File: src/hw/rtl/gpr_pkg.sv
// Shared types, codes and reset tables of the GPIO port register block.
package gpr_pkg;

    // Default build values
    localparam int DEF_NUM_PINS  = 16;
    localparam int DEF_PORT_KIND = 0;

    // Pin and register widths
    localparam int PORT_W  = 16;
    localparam int FIELD_W = 32;

    // Command queue depth between front and back
    localparam int Q_DEPTH = 2;
    localparam int Q_PTR_W = (Q_DEPTH > 1) ? $clog2(Q_DEPTH) : 1;
    localparam int Q_CNT_W = $clog2(Q_DEPTH + 1);

    // Operation codes of an input beat
    localparam logic [1:0] OP_READ  = 2'd0;
    localparam logic [1:0] OP_WRITE = 2'd1;
    localparam logic [1:0] OP_PIN   = 2'd2;

    // Result kinds
    localparam logic [1:0] KIND_READ  = 2'd0;
    localparam logic [1:0] KIND_DONE  = 2'd1;
    localparam logic [1:0] KIND_DRIVE = 2'd2;
    localparam logic [1:0] KIND_BAD   = 2'd3;

    // Decoded commands handed from front to back
    localparam logic [2:0] CMD_READ  = 3'd0;
    localparam logic [2:0] CMD_WRITE = 3'd1;
    localparam logic [2:0] CMD_PIN   = 3'd2;
    localparam logic [2:0] CMD_NOP   = 3'd3;
    localparam logic [2:0] CMD_BAD   = 3'd4;

    // Register word indexes (byte offset / 4)
    localparam logic [3:0] REG_MODE  = 4'd0;
    localparam logic [3:0] REG_OTYPE = 4'd1;
    localparam logic [3:0] REG_SPEED = 4'd2;
    localparam logic [3:0] REG_PULL  = 4'd3;
    localparam logic [3:0] REG_IDR   = 4'd4;
    localparam logic [3:0] REG_ODR   = 4'd5;
    localparam logic [3:0] REG_BSRR  = 4'd6;
    localparam logic [3:0] REG_LOCK  = 4'd7;
    localparam logic [3:0] REG_AFRL  = 4'd8;
    localparam logic [3:0] REG_AFRH  = 4'd9;

    localparam logic [7:0] OFFSET_MAX = 8'h24;

    typedef struct packed {
        logic [2:0]         code;
        logic [3:0]         reg_idx;
        logic [FIELD_W-1:0] data;
        logic [3:0]         pin;
        logic               level;
    } t_cmd;

    typedef struct packed {
        logic empty;
        logic full;
    } t_qstat;

    function automatic logic [FIELD_W-1:0] mode_reset(input int kind);
        logic [FIELD_W-1:0] v;
        unique case (kind)
            0:       v = 32'hA800_0000;
            1:       v = 32'h0000_0280;
            default: v = '0;
        endcase
        return v;
    endfunction

    function automatic logic [FIELD_W-1:0] pull_reset(input int kind);
        logic [FIELD_W-1:0] v;
        unique case (kind)
            0:       v = 32'h6400_0000;
            1:       v = 32'h0000_0100;
            default: v = '0;
        endcase
        return v;
    endfunction

    function automatic logic [FIELD_W-1:0] speed_reset(input int kind);
        logic [FIELD_W-1:0] v;
        unique case (kind)
            1:       v = 32'h0000_00C0;
            default: v = '0;
        endcase
        return v;
    endfunction

endpackage

File: src/hw/rtl/gpr_front.sv
// Front end: decode input beats into commands for the queue.
module gpr_front #(
    parameter int NUM_PINS = gpr_pkg::DEF_NUM_PINS
) (
    input  logic [1:0]   i_op,
    input  logic [7:0]   i_offset,
    input  logic [31:0]  i_write_data,
    input  logic [3:0]   i_in_pin,
    input  logic         i_in_level,
    output gpr_pkg::t_cmd o_cmd
);
    import gpr_pkg::*;

    logic w_off_ok;
    logic w_pin_ok;

    assign w_off_ok = (i_offset[1:0] == 2'b00) && (i_offset <= OFFSET_MAX);
    assign w_pin_ok = ({1'b0, i_in_pin} < 5'(NUM_PINS));

    always_comb begin
        o_cmd.reg_idx = i_offset[5:2];
        o_cmd.data    = i_write_data;
        o_cmd.pin     = i_in_pin;
        o_cmd.level   = i_in_level;
        unique case (i_op)
            OP_READ:  o_cmd.code = w_off_ok ? CMD_READ : CMD_BAD;
            OP_WRITE: o_cmd.code = w_off_ok ? CMD_WRITE : CMD_BAD;
            OP_PIN:   o_cmd.code = w_pin_ok ? CMD_PIN : CMD_NOP;
            default:  o_cmd.code = CMD_NOP;
        endcase
    end

endmodule

File: src/hw/rtl/gpr_queue.sv
// Short command queue between the front and back ends.
module gpr_queue (
    input  logic           i_clk,
    input  logic           i_rst_n,
    input  logic           i_push,
    input  gpr_pkg::t_cmd  i_cmd,
    input  logic           i_pop,
    output gpr_pkg::t_cmd  o_cmd,
    output gpr_pkg::t_qstat o_stat
);
    import gpr_pkg::*;

    t_cmd               r_mem [Q_DEPTH];
    logic [Q_PTR_W-1:0] r_wr_ptr, n_wr_ptr;
    logic [Q_PTR_W-1:0] r_rd_ptr, n_rd_ptr;
    logic [Q_CNT_W-1:0] r_count,  n_count;

    function automatic logic [Q_PTR_W-1:0] next_ptr(input logic [Q_PTR_W-1:0] p);
        return (p == Q_PTR_W'(Q_DEPTH - 1)) ? '0 : p + 1'b1;
    endfunction

    always_comb begin
        n_wr_ptr = i_push ? next_ptr(r_wr_ptr) : r_wr_ptr;
        n_rd_ptr = i_pop  ? next_ptr(r_rd_ptr) : r_rd_ptr;
        n_count  = r_count;
        if (i_push && !i_pop) begin
            n_count = r_count + 1'b1;
        end else if (i_pop && !i_push) begin
            n_count = r_count - 1'b1;
        end
    end

    always_ff @(posedge i_clk) begin
        if (!i_rst_n) begin
            r_wr_ptr <= '0;
            r_rd_ptr <= '0;
            r_count  <= '0;
        end else begin
            r_wr_ptr <= n_wr_ptr;
            r_rd_ptr <= n_rd_ptr;
            r_count  <= n_count;
        end
    end

    always_ff @(posedge i_clk) begin
        if (i_push) begin
            r_mem[r_wr_ptr] <= i_cmd;
        end
    end

    assign o_cmd        = r_mem[r_rd_ptr];
    assign o_stat.empty = (r_count == '0);
    assign o_stat.full  = (r_count == Q_CNT_W'(Q_DEPTH));

endmodule

File: src/hw/rtl/gpr_back.sv
// Back end: register file, command execution and result register.
module gpr_back #(
    parameter int NUM_PINS  = gpr_pkg::DEF_NUM_PINS,
    parameter int PORT_KIND = gpr_pkg::DEF_PORT_KIND
) (
    input  logic            i_clk,
    input  logic            i_rst_n,
    input  gpr_pkg::t_cmd   i_cmd,
    input  gpr_pkg::t_qstat i_qstat,
    output logic            o_pop,
    input  logic            i_out_stall,
    output logic            o_out_valid,
    output logic [1:0]      o_kind,
    output logic [31:0]     o_read_data,
    output logic [3:0]      o_drive_pin,
    output logic            o_drive_level,
    output logic            o_last
);
    import gpr_pkg::*;

    localparam logic ST_IDLE  = 1'b0;
    localparam logic ST_DRIVE = 1'b1;

    // Port registers
    logic [FIELD_W-1:0] r_mode,  n_mode;
    logic [PORT_W-1:0]  r_otype, n_otype;
    logic [FIELD_W-1:0] r_speed, n_speed;
    logic [FIELD_W-1:0] r_pull,  n_pull;
    logic [PORT_W-1:0]  r_idr,   n_idr;
    logic [PORT_W-1:0]  r_odr,   n_odr;
    logic [PORT_W-1:0]  r_drv,   n_drv;
    logic [FIELD_W-1:0] r_afrl,  n_afrl;
    logic [FIELD_W-1:0] r_afrh,  n_afrh;

    // Sequencer
    logic              r_state, n_state;
    logic [PORT_W-1:0] r_pend,  n_pend;

    // Result register
    logic        r_ov;
    logic [1:0]  r_kind;
    logic [31:0] r_data;
    logic [3:0]  r_pin;
    logic        r_lvl;
    logic        r_last;

    logic        w_slot_free;
    logic        e_emit;
    logic [1:0]  e_kind;
    logic [31:0] e_data;
    logic [3:0]  e_pin;
    logic        e_lvl;
    logic        e_last;

    logic [PORT_W-1:0]  w_new_odr;
    logic [PORT_W-1:0]  w_changed;
    logic [FIELD_W-1:0] w_read;
    logic [1:0]         w_pin_pull;
    logic [1:0]         w_pin_mode;
    logic [3:0]         w_low_pin;

    function automatic logic [PORT_W-1:0] pin_mask();
        logic [PORT_W-1:0] m;
        for (int i = 0; i < PORT_W; i++) begin
            m[i] = (i < NUM_PINS);
        end
        return m;
    endfunction

    function automatic logic [PORT_W-1:0] active_mask(input logic [FIELD_W-1:0] mode);
        logic [PORT_W-1:0] m;
        for (int i = 0; i < PORT_W; i++) begin
            m[i] = |mode[2*i +: 2];
        end
        return m;
    endfunction

    function automatic logic [3:0] lowest_pin(input logic [PORT_W-1:0] v);
        logic [3:0] p;
        p = '0;
        for (int i = PORT_W - 1; i >= 0; i--) begin
            if (v[i]) begin
                p = 4'(i);
            end
        end
        return p;
    endfunction

    assign w_slot_free = !r_ov || !i_out_stall;
    assign w_pin_pull  = 2'(r_pull >> {i_cmd.pin, 1'b0});
    assign w_pin_mode  = 2'(r_mode >> {i_cmd.pin, 1'b0});
    assign w_low_pin   = lowest_pin(r_pend);

    always_comb begin
        case (i_cmd.reg_idx)
            REG_MODE:  w_read = r_mode;
            REG_OTYPE: w_read = {16'h0, r_otype};
            REG_SPEED: w_read = r_speed;
            REG_PULL:  w_read = r_pull;
            REG_IDR:   w_read = {16'h0, r_idr};
            REG_ODR:   w_read = {16'h0, r_odr};
            REG_AFRL:  w_read = r_afrl;
            REG_AFRH:  w_read = r_afrh;
            default:   w_read = '0;
        endcase
    end

    always_comb begin
        if (i_cmd.reg_idx == REG_BSRR) begin
            w_new_odr = (r_odr & ~i_cmd.data[31:16]) | i_cmd.data[15:0];
        end else begin
            w_new_odr = i_cmd.data[15:0];
        end
        w_changed = (r_drv ^ w_new_odr) & active_mask(r_mode) & pin_mask();
    end

    always_comb begin
        n_mode  = r_mode;
        n_otype = r_otype;
        n_speed = r_speed;
        n_pull  = r_pull;
        n_idr   = r_idr;
        n_odr   = r_odr;
        n_drv   = r_drv;
        n_afrl  = r_afrl;
        n_afrh  = r_afrh;
        n_state = r_state;
        n_pend  = r_pend;
        o_pop   = 1'b0;
        e_emit  = 1'b0;
        e_kind  = KIND_DONE;
        e_data  = '0;
        e_pin   = '0;
        e_lvl   = 1'b0;
        e_last  = 1'b1;
        unique case (r_state)
            ST_IDLE: begin
                if (!i_qstat.empty && w_slot_free) begin
                    o_pop  = 1'b1;
                    e_emit = 1'b1;
                    case (i_cmd.code)
                        CMD_READ: begin
                            e_kind = KIND_READ;
                            e_data = w_read;
                        end
                        CMD_BAD: begin
                            e_kind = KIND_BAD;
                        end
                        CMD_PIN: begin
                            if (w_pin_pull != 2'b00 && w_pin_mode == 2'b00) begin
                                n_idr[i_cmd.pin] = i_cmd.level;
                            end
                        end
                        CMD_WRITE: begin
                            case (i_cmd.reg_idx) inside
                                REG_MODE:  n_mode  = i_cmd.data;
                                REG_OTYPE: n_otype = i_cmd.data[15:0];
                                REG_SPEED: n_speed = i_cmd.data;
                                REG_PULL:  n_pull  = i_cmd.data;
                                REG_AFRL:  n_afrl  = i_cmd.data;
                                REG_AFRH:  n_afrh  = i_cmd.data;
                                REG_ODR, REG_BSRR: begin
                                    n_odr = w_new_odr;
                                    n_drv = w_new_odr;
                                    // hold the done beat until the drive events drain
                                    if (w_changed != '0) begin
                                        n_pend  = w_changed;
                                        n_state = ST_DRIVE;
                                        e_emit  = 1'b0;
                                    end
                                end
                                default: ;
                            endcase
                        end
                        default: ;
                    endcase
                end
            end
            ST_DRIVE: begin
                if (w_slot_free) begin
                    e_emit = 1'b1;
                    if (r_pend != '0) begin
                        e_kind = KIND_DRIVE;
                        e_pin  = w_low_pin;
                        e_lvl  = r_odr[w_low_pin];
                        e_last = 1'b0;
                        n_pend[w_low_pin] = 1'b0;
                    end else begin
                        n_state = ST_IDLE;
                    end
                end
            end
            default: ;
        endcase
    end

    always_ff @(posedge i_clk) begin
        if (!i_rst_n) begin
            r_mode  <= mode_reset(PORT_KIND);
            r_otype <= '0;
            r_speed <= speed_reset(PORT_KIND);
            r_pull  <= pull_reset(PORT_KIND);
            r_idr   <= '0;
            r_odr   <= '0;
            r_drv   <= '0;
            r_afrl  <= '0;
            r_afrh  <= '0;
            r_state <= ST_IDLE;
            r_pend  <= '0;
            r_ov    <= 1'b0;
        end else begin
            r_mode  <= n_mode;
            r_otype <= n_otype;
            r_speed <= n_speed;
            r_pull  <= n_pull;
            r_idr   <= n_idr;
            r_odr   <= n_odr;
            r_drv   <= n_drv;
            r_afrl  <= n_afrl;
            r_afrh  <= n_afrh;
            r_state <= n_state;
            r_pend  <= n_pend;
            if (w_slot_free) begin
                r_ov <= e_emit;
            end
        end
    end

    always_ff @(posedge i_clk) begin
        if (w_slot_free && e_emit) begin
            r_kind <= e_kind;
            r_data <= e_data;
            r_pin  <= e_pin;
            r_lvl  <= e_lvl;
            r_last <= e_last;
        end
    end

    assign o_out_valid   = r_ov;
    assign o_kind        = r_kind;
    assign o_read_data   = r_data;
    assign o_drive_pin   = r_pin;
    assign o_drive_level = r_lvl;
    assign o_last        = r_last;

endmodule

File: src/hw/rtl/gpio_port_registers.sv
// Top level of the GPIO port register block: front decode, queue, back end.
//
// A 16-pin GPIO port behind a ten-word register map (mode, output type,
// speed, pull, input data, output data, bit set/reset, lock, alternate
// function low and high). Each input beat is a bus read, a bus write or a
// level change seen on an external pin; each result beat carries a kind
// (read data, access done, pin drive event, bad offset) and a last flag on
// the final beat of its item. The front decodes a beat into a command in
// the same cycle and pushes it into a two-entry queue, so the input side
// keeps taking beats while the back end works or the output is stalled,
// until the queue is full. While the output is not stalled, the back end
// pops one command per cycle into a result register; a read, a pin event,
// a bad offset or a plain write yields one result beat. A write to output
// data or bit set/reset that changes N driven pins with nonzero mode holds
// the back end after its pop for one drive event per cycle in ascending
// pin order, then the done beat. Items with no drive events thus sustain
// one per cycle; the drive-event sequencer sets the rate of output writes.
module gpio_port_registers #(
    parameter int NUM_PINS  = gpr_pkg::DEF_NUM_PINS,
    parameter int PORT_KIND = gpr_pkg::DEF_PORT_KIND
) (
    input  logic        i_clk,
    input  logic        i_rst_n,
    // input channel
    input  logic        i_in_valid,
    output logic        o_in_stall,
    input  logic [1:0]  i_op,
    input  logic [7:0]  i_offset,
    input  logic [31:0] i_write_data,
    input  logic [3:0]  i_in_pin,
    input  logic        i_in_level,
    // result channel
    output logic        o_out_valid,
    input  logic        i_out_stall,
    output logic [1:0]  o_kind,
    output logic [31:0] o_read_data,
    output logic [3:0]  o_drive_pin,
    output logic        o_drive_level,
    output logic        o_last
);
    import gpr_pkg::*;

    t_cmd   w_front_cmd;
    t_cmd   w_head_cmd;
    t_qstat w_qstat;
    logic   w_push;
    logic   w_pop;

    // Stall the input only while the queue is full.
    assign o_in_stall = w_qstat.full;
    assign w_push     = i_in_valid && !w_qstat.full;

    gpr_front #(
        .NUM_PINS (NUM_PINS)
    ) u_front (
        .i_op         (i_op),
        .i_offset     (i_offset),
        .i_write_data (i_write_data),
        .i_in_pin     (i_in_pin),
        .i_in_level   (i_in_level),
        .o_cmd        (w_front_cmd)
    );

    gpr_queue u_queue (
        .i_clk   (i_clk),
        .i_rst_n (i_rst_n),
        .i_push  (w_push),
        .i_cmd   (w_front_cmd),
        .i_pop   (w_pop),
        .o_cmd   (w_head_cmd),
        .o_stat  (w_qstat)
    );

    gpr_back #(
        .NUM_PINS  (NUM_PINS),
        .PORT_KIND (PORT_KIND)
    ) u_back (
        .i_clk         (i_clk),
        .i_rst_n       (i_rst_n),
        .i_cmd         (w_head_cmd),
        .i_qstat       (w_qstat),
        .o_pop         (w_pop),
        .i_out_stall   (i_out_stall),
        .o_out_valid   (o_out_valid),
        .o_kind        (o_kind),
        .o_read_data   (o_read_data),
        .o_drive_pin   (o_drive_pin),
        .o_drive_level (o_drive_level),
        .o_last        (o_last)
    );

    // Drive events never close an item; every other kind does.
    a_last_kind: assert property (@(posedge i_clk) disable iff (!i_rst_n)
        o_out_valid |-> ((o_kind == KIND_DRIVE) != o_last))
        else $error("last flag does not match result kind");

    // Only read results carry data.
    a_read_zero: assert property (@(posedge i_clk) disable iff (!i_rst_n)
        (o_out_valid && o_kind != KIND_READ) |-> (o_read_data == '0))
        else $error("nonzero data on a non-read result");

    // The back end never pops an empty queue.
    a_pop_empty: assert property (@(posedge i_clk) disable iff (!i_rst_n)
        w_pop |-> !w_qstat.empty)
        else $error("pop from empty command queue");

    // The queue comes out of reset empty, so input is open.
    a_reset_open: assert property (@(posedge i_clk)
        !i_rst_n |=> (!o_in_stall && w_qstat.empty))
        else $error("queue not empty after reset");

endmodule

File: config.mk
export PLATFORM = sky130hd
export DESIGN_NAME = gpio_port_registers
export DESIGN_NICKNAME = d
export VERILOG_FILES = /design/src/hw/rtl/gpr_pkg.sv /design/src/hw/rtl/gpr_front.sv /design/src/hw/rtl/gpr_queue.sv /design/src/hw/rtl/gpr_back.sv /design/src/hw/rtl/gpio_port_registers.sv
export SDC_FILE = /design/constraint.sdc
export NUM_CORES = 1
export LEC_CHECK = 0
export BUFFER_PORTS_ARGS = -buffer_cell sky130_fd_sc_hd__buf_2
export CAP_MARGIN = 20
export CORE_MARGIN = 3
export CORE_UTILIZATION = 45
export DETAILED_ROUTE_END_ITERATION = 8
export PLACE_DENSITY = 0.64
export SLEW_MARGIN = 20
export SYNTH_ARGS = -nofsm -noshare
export SYNTH_HDL_FRONTEND = slang
export SYNTH_HIERARCHICAL = 1
export SYNTH_SLANG_ARGS = --single-unit
File: constraint.sdc
create_clock -name i_clk -period 11.13 [get_ports i_clk]
set_input_delay 0 -clock i_clk [delete_from_list [all_inputs] [get_ports i_clk]]
set_output_delay 0 -clock i_clk [all_outputs]
set_load 0.05 [all_outputs]
==> results.toml <==
[drt]
viasPerCell = 6.03
wl_met2_mm = 22.3
drt-total-wl_mm = 51.0
first_iter_violations = 1662
antenna_left = 0
met1_length_mm = 20.5
dr_wl_met3_mm = 5.80
route.detailed.drc = 0
vias = 13000
drtPass1Iterations = 9
maxUsedRoutingLayer = "met4"
wire_per_inst_um = 23.7

[synth]
synth_edf_count = 128
synthFlopType = "dfxtp_1"
synth_seq_cells = 359
synth-seq-area-share = 0.539
syn-num-nets = 1707
ys_top_cells_by_area = "dfxtp_1 29%, edfxtp_1 24%, nand2_1 10%"
synthDistinctLibCells = 78
synthDominantCellAreaShare = 0.294
synth.cell_area_um2 = 15700
avgSynthCellArea_um2 = 9.50
synth_cells = 1655
yosysTopAreaCell = "dfxtp_1"
synthArstFlopShare = 0
synth_warnings = 6

[hold_path]
hold_path.class = "input pin to register"

[floorplanning]
num_rows = 67
io_pins = 93
fp.dieArea_um2 = 37200
die_h_um = 193
core_um2 = 34000
initial_core_util = 0.463
dieWidth_um = 193

[clocking]
clkLatencyLatePin_ns = 0.53
post_cts_buffers = 0
cts.sinks = 359
cts_max_path_buffers = 3
cts_root_buf = "clkbuf_16"
htreeDepth = 2
numCtsBuffers = 40
cts_tree = "yes"
clk_pin_slew_ns = 0.06

[sta]
slew_headroom = 0.204
fmax_mhz = 224
setup_tns_ns = 0
hold_viol = 0
worstMarginPinSlew_ns = 1.19
skew_ns = 0.0159
finalSetupViolCount = 0
grt_setup_unrepaired = "false"
fin_ws_ns = 6.66
layout_min_cycle_time_ns = 4.47
period_share = 0.401
slew_violations = 0

[cells_and_area]
nets = 1730
diodes = 0
final_layout_size_suffix_gt1_frac = 0.154
area.growth.synth_to_final_pct = 13.5

[setup_path]
critPathRequiredTime_ns = 11.28
critPathKind = "register to register"
endpoint_kind = "register"
cp.arrival_ns = 4.62
r2r_setup_slack_ns = 6.66
path_max_fanout = 44
worst_setup_path_start_kind = "register"

[placement]
hpwl_mm = 31.0
place_ws_ns = 6.32
io_buffer_count = 92
gp_congestion = 0.956

[power]
pwr-share-seq = 0.421
power.switching_uw = 1240
intPower_uw = 2470
swShare = 0.335
power_per_cell_area_nw_per_um2 = 208
p_leak_uw = 0.00586
p_clk_frac = 0.345
p_comb_frac = 0.234
ir_worst_vdd_mv = 0.152

[grt]
grt_max_degree = 127
overflow = 0
grt_usage = 0.270
antenna_found_initial = 0
grt_pass1_wl_mm = 75.5
grt_pass1_vias = 12300

[job]
cap_violations = 0

[outcome]
status = "complete, no violations"
[cell type report]
cell class	instances	area, um2
Clock buffer	57	1190
Clock inverter	13	83.8
Tap cell	448	561
Sequential cell	359	8470
Timing Repair Buffer	154	1060
Multi-Input combinational cell	1114	6450
Inverter	9	38.8
Fill cell	3018	16100
[routing by layer]
layer | vias up | track usage
met5 | - | 0
met1 | 6148 | 0.360
met3 | 149 | 0.0712
met2 | 785 | 0.418
met4 | 0 | 0.117
li1 | 5910 | -
[worst max-delay path, cell delays in order (launching register included)]
cell,delay [ns]
dfxtp_2,1.02
mux2_2,0.53
nand4bb_1,0.20
buf_4,0.27
o311ai_1,0.42
a21bo_2,0.29
nor4_4,0.29
nand2_1,0.16
a31oi_1,0.27
o21a_4,0.55
[state kept, by name, indices dropped and copies added (netlist names), 4 cells and up, named ones only]
signal / count
u_queue/r_mem: 88
u_back/o_drive_pin: 4
u_back/r_mode: 32
u_back/r_otype: 16
u_back/o_read_data: 32
u_back/r_speed: 32
u_back/r_idr: 16
u_back/r_pull: 32
u_back/r_afrl: 32
u_back/r_afrh: 32
u_back/r_pend: 16
u_back/r_drv: 16
[metrics by stage]
stage               std cells  hold slack [ns]   util  power [uW]  area, um2
CTS                      2153          0.00559  0.525        3720      17800
global route             2154           0.0405  0.526        3830      17800
finish                   2154           0.0319  0.526        3710      17800
global placement         2036            0.188  0.473        2420      16100
floorplan                1655            0.118      -        2180      15700
detailed placement       2036            0.192  0.473        2430      16100
[layout by cell type, fill, tap and decap left out, types with 4 or more instances in the layout]
master and count:
and2_1 9, nand2_1 413, clkbuf_1 8, clkinv_1 5, nor4_1 7, nand3_1 20
buf_2 92, nor2_1 50, inv_1 8, a22oi_1 31, mux2i_1 15, a21oi_1 203
xor2_1 15, nor3_2 4, dlygate4sd3_1 47, o31ai_1 6, nor3_1 9, clkinv_2 5
a211oi_1 4, o221ai_1 4, clkbuf_16 43, clkbuf_8 6, buf_4 14, nand2b_1 12
mux2_2 46, edfxtp_1 128, nor2b_1 23, nand4_1 7, dfxtp_1 230, a222oi_1 32
nand2_2 4, or2_2 13, o311ai_1 10, a31oi_1 17, o21ai_0 42, a22o_1 16
a221oi_1 18, nor3b_1 5
[final timing paths]
| kind | start | end | cells after the start |
|---|---|---|---|
| worst max-delay path | register | u_back/o_read_data[28]$_SDFFCE_PP0P_ | 9 |
| worst min-delay path | i_rst_n | u_back/r_pull[29]$_SDFFE_PN1P_ | 2 |
| worst max register to register | register | u_back/o_read_data[28]$_SDFFCE_PP0P_ | 9 |
| worst min register to register | u_back/r_speed[4]$_SDFFE_PN0P_ | u_back/r_speed[4]$_SDFFE_PN0P_ | 2 |
[power groups by stage]
stage | Sequential, uW | Combinational, uW | Clock (uW)
floorplan | 1780 | 398 | 0
global placement | 1590 | 830 | 0
detailed placement | 1590 | 840 | 0
CTS | 1570 | 854 | 1300
global route | 1570 | 906 | 1350
finish | 1560 | 868 | 1280
[synth_stat cells (all sizes together), types with 20 or more instances]
cell    count
a21oi     206
a222oi     32
a22oi      31
buf        56
clkbuf    117
dfxtp     231
edfxtp    128
mux2       46
nand2     417
nand3      20
nor2       52
nor2b      25
o21ai      45
[cell families (layout without fill, tap and decap cells)]
family,after synthesis,in the layout,share of synthesized area
AOI/OAI and AO/OA,428,428,0.179
DFF,359,359,0.539
muxes,63,63,0.0454
adders and majority gates,1,1,0.000796
buffers and inverters,182,233,0.0575
and+or+nand+nor,605,605,0.169
xor gates and xnor gates,17,17,0.00947
[timing repair]
action | CTS | global route
endpoints found under the hold margin | 91 | 0
resized for setup | 0 | 0
hold buffers | 47 | 0
(Power assumes the default switching activity.)
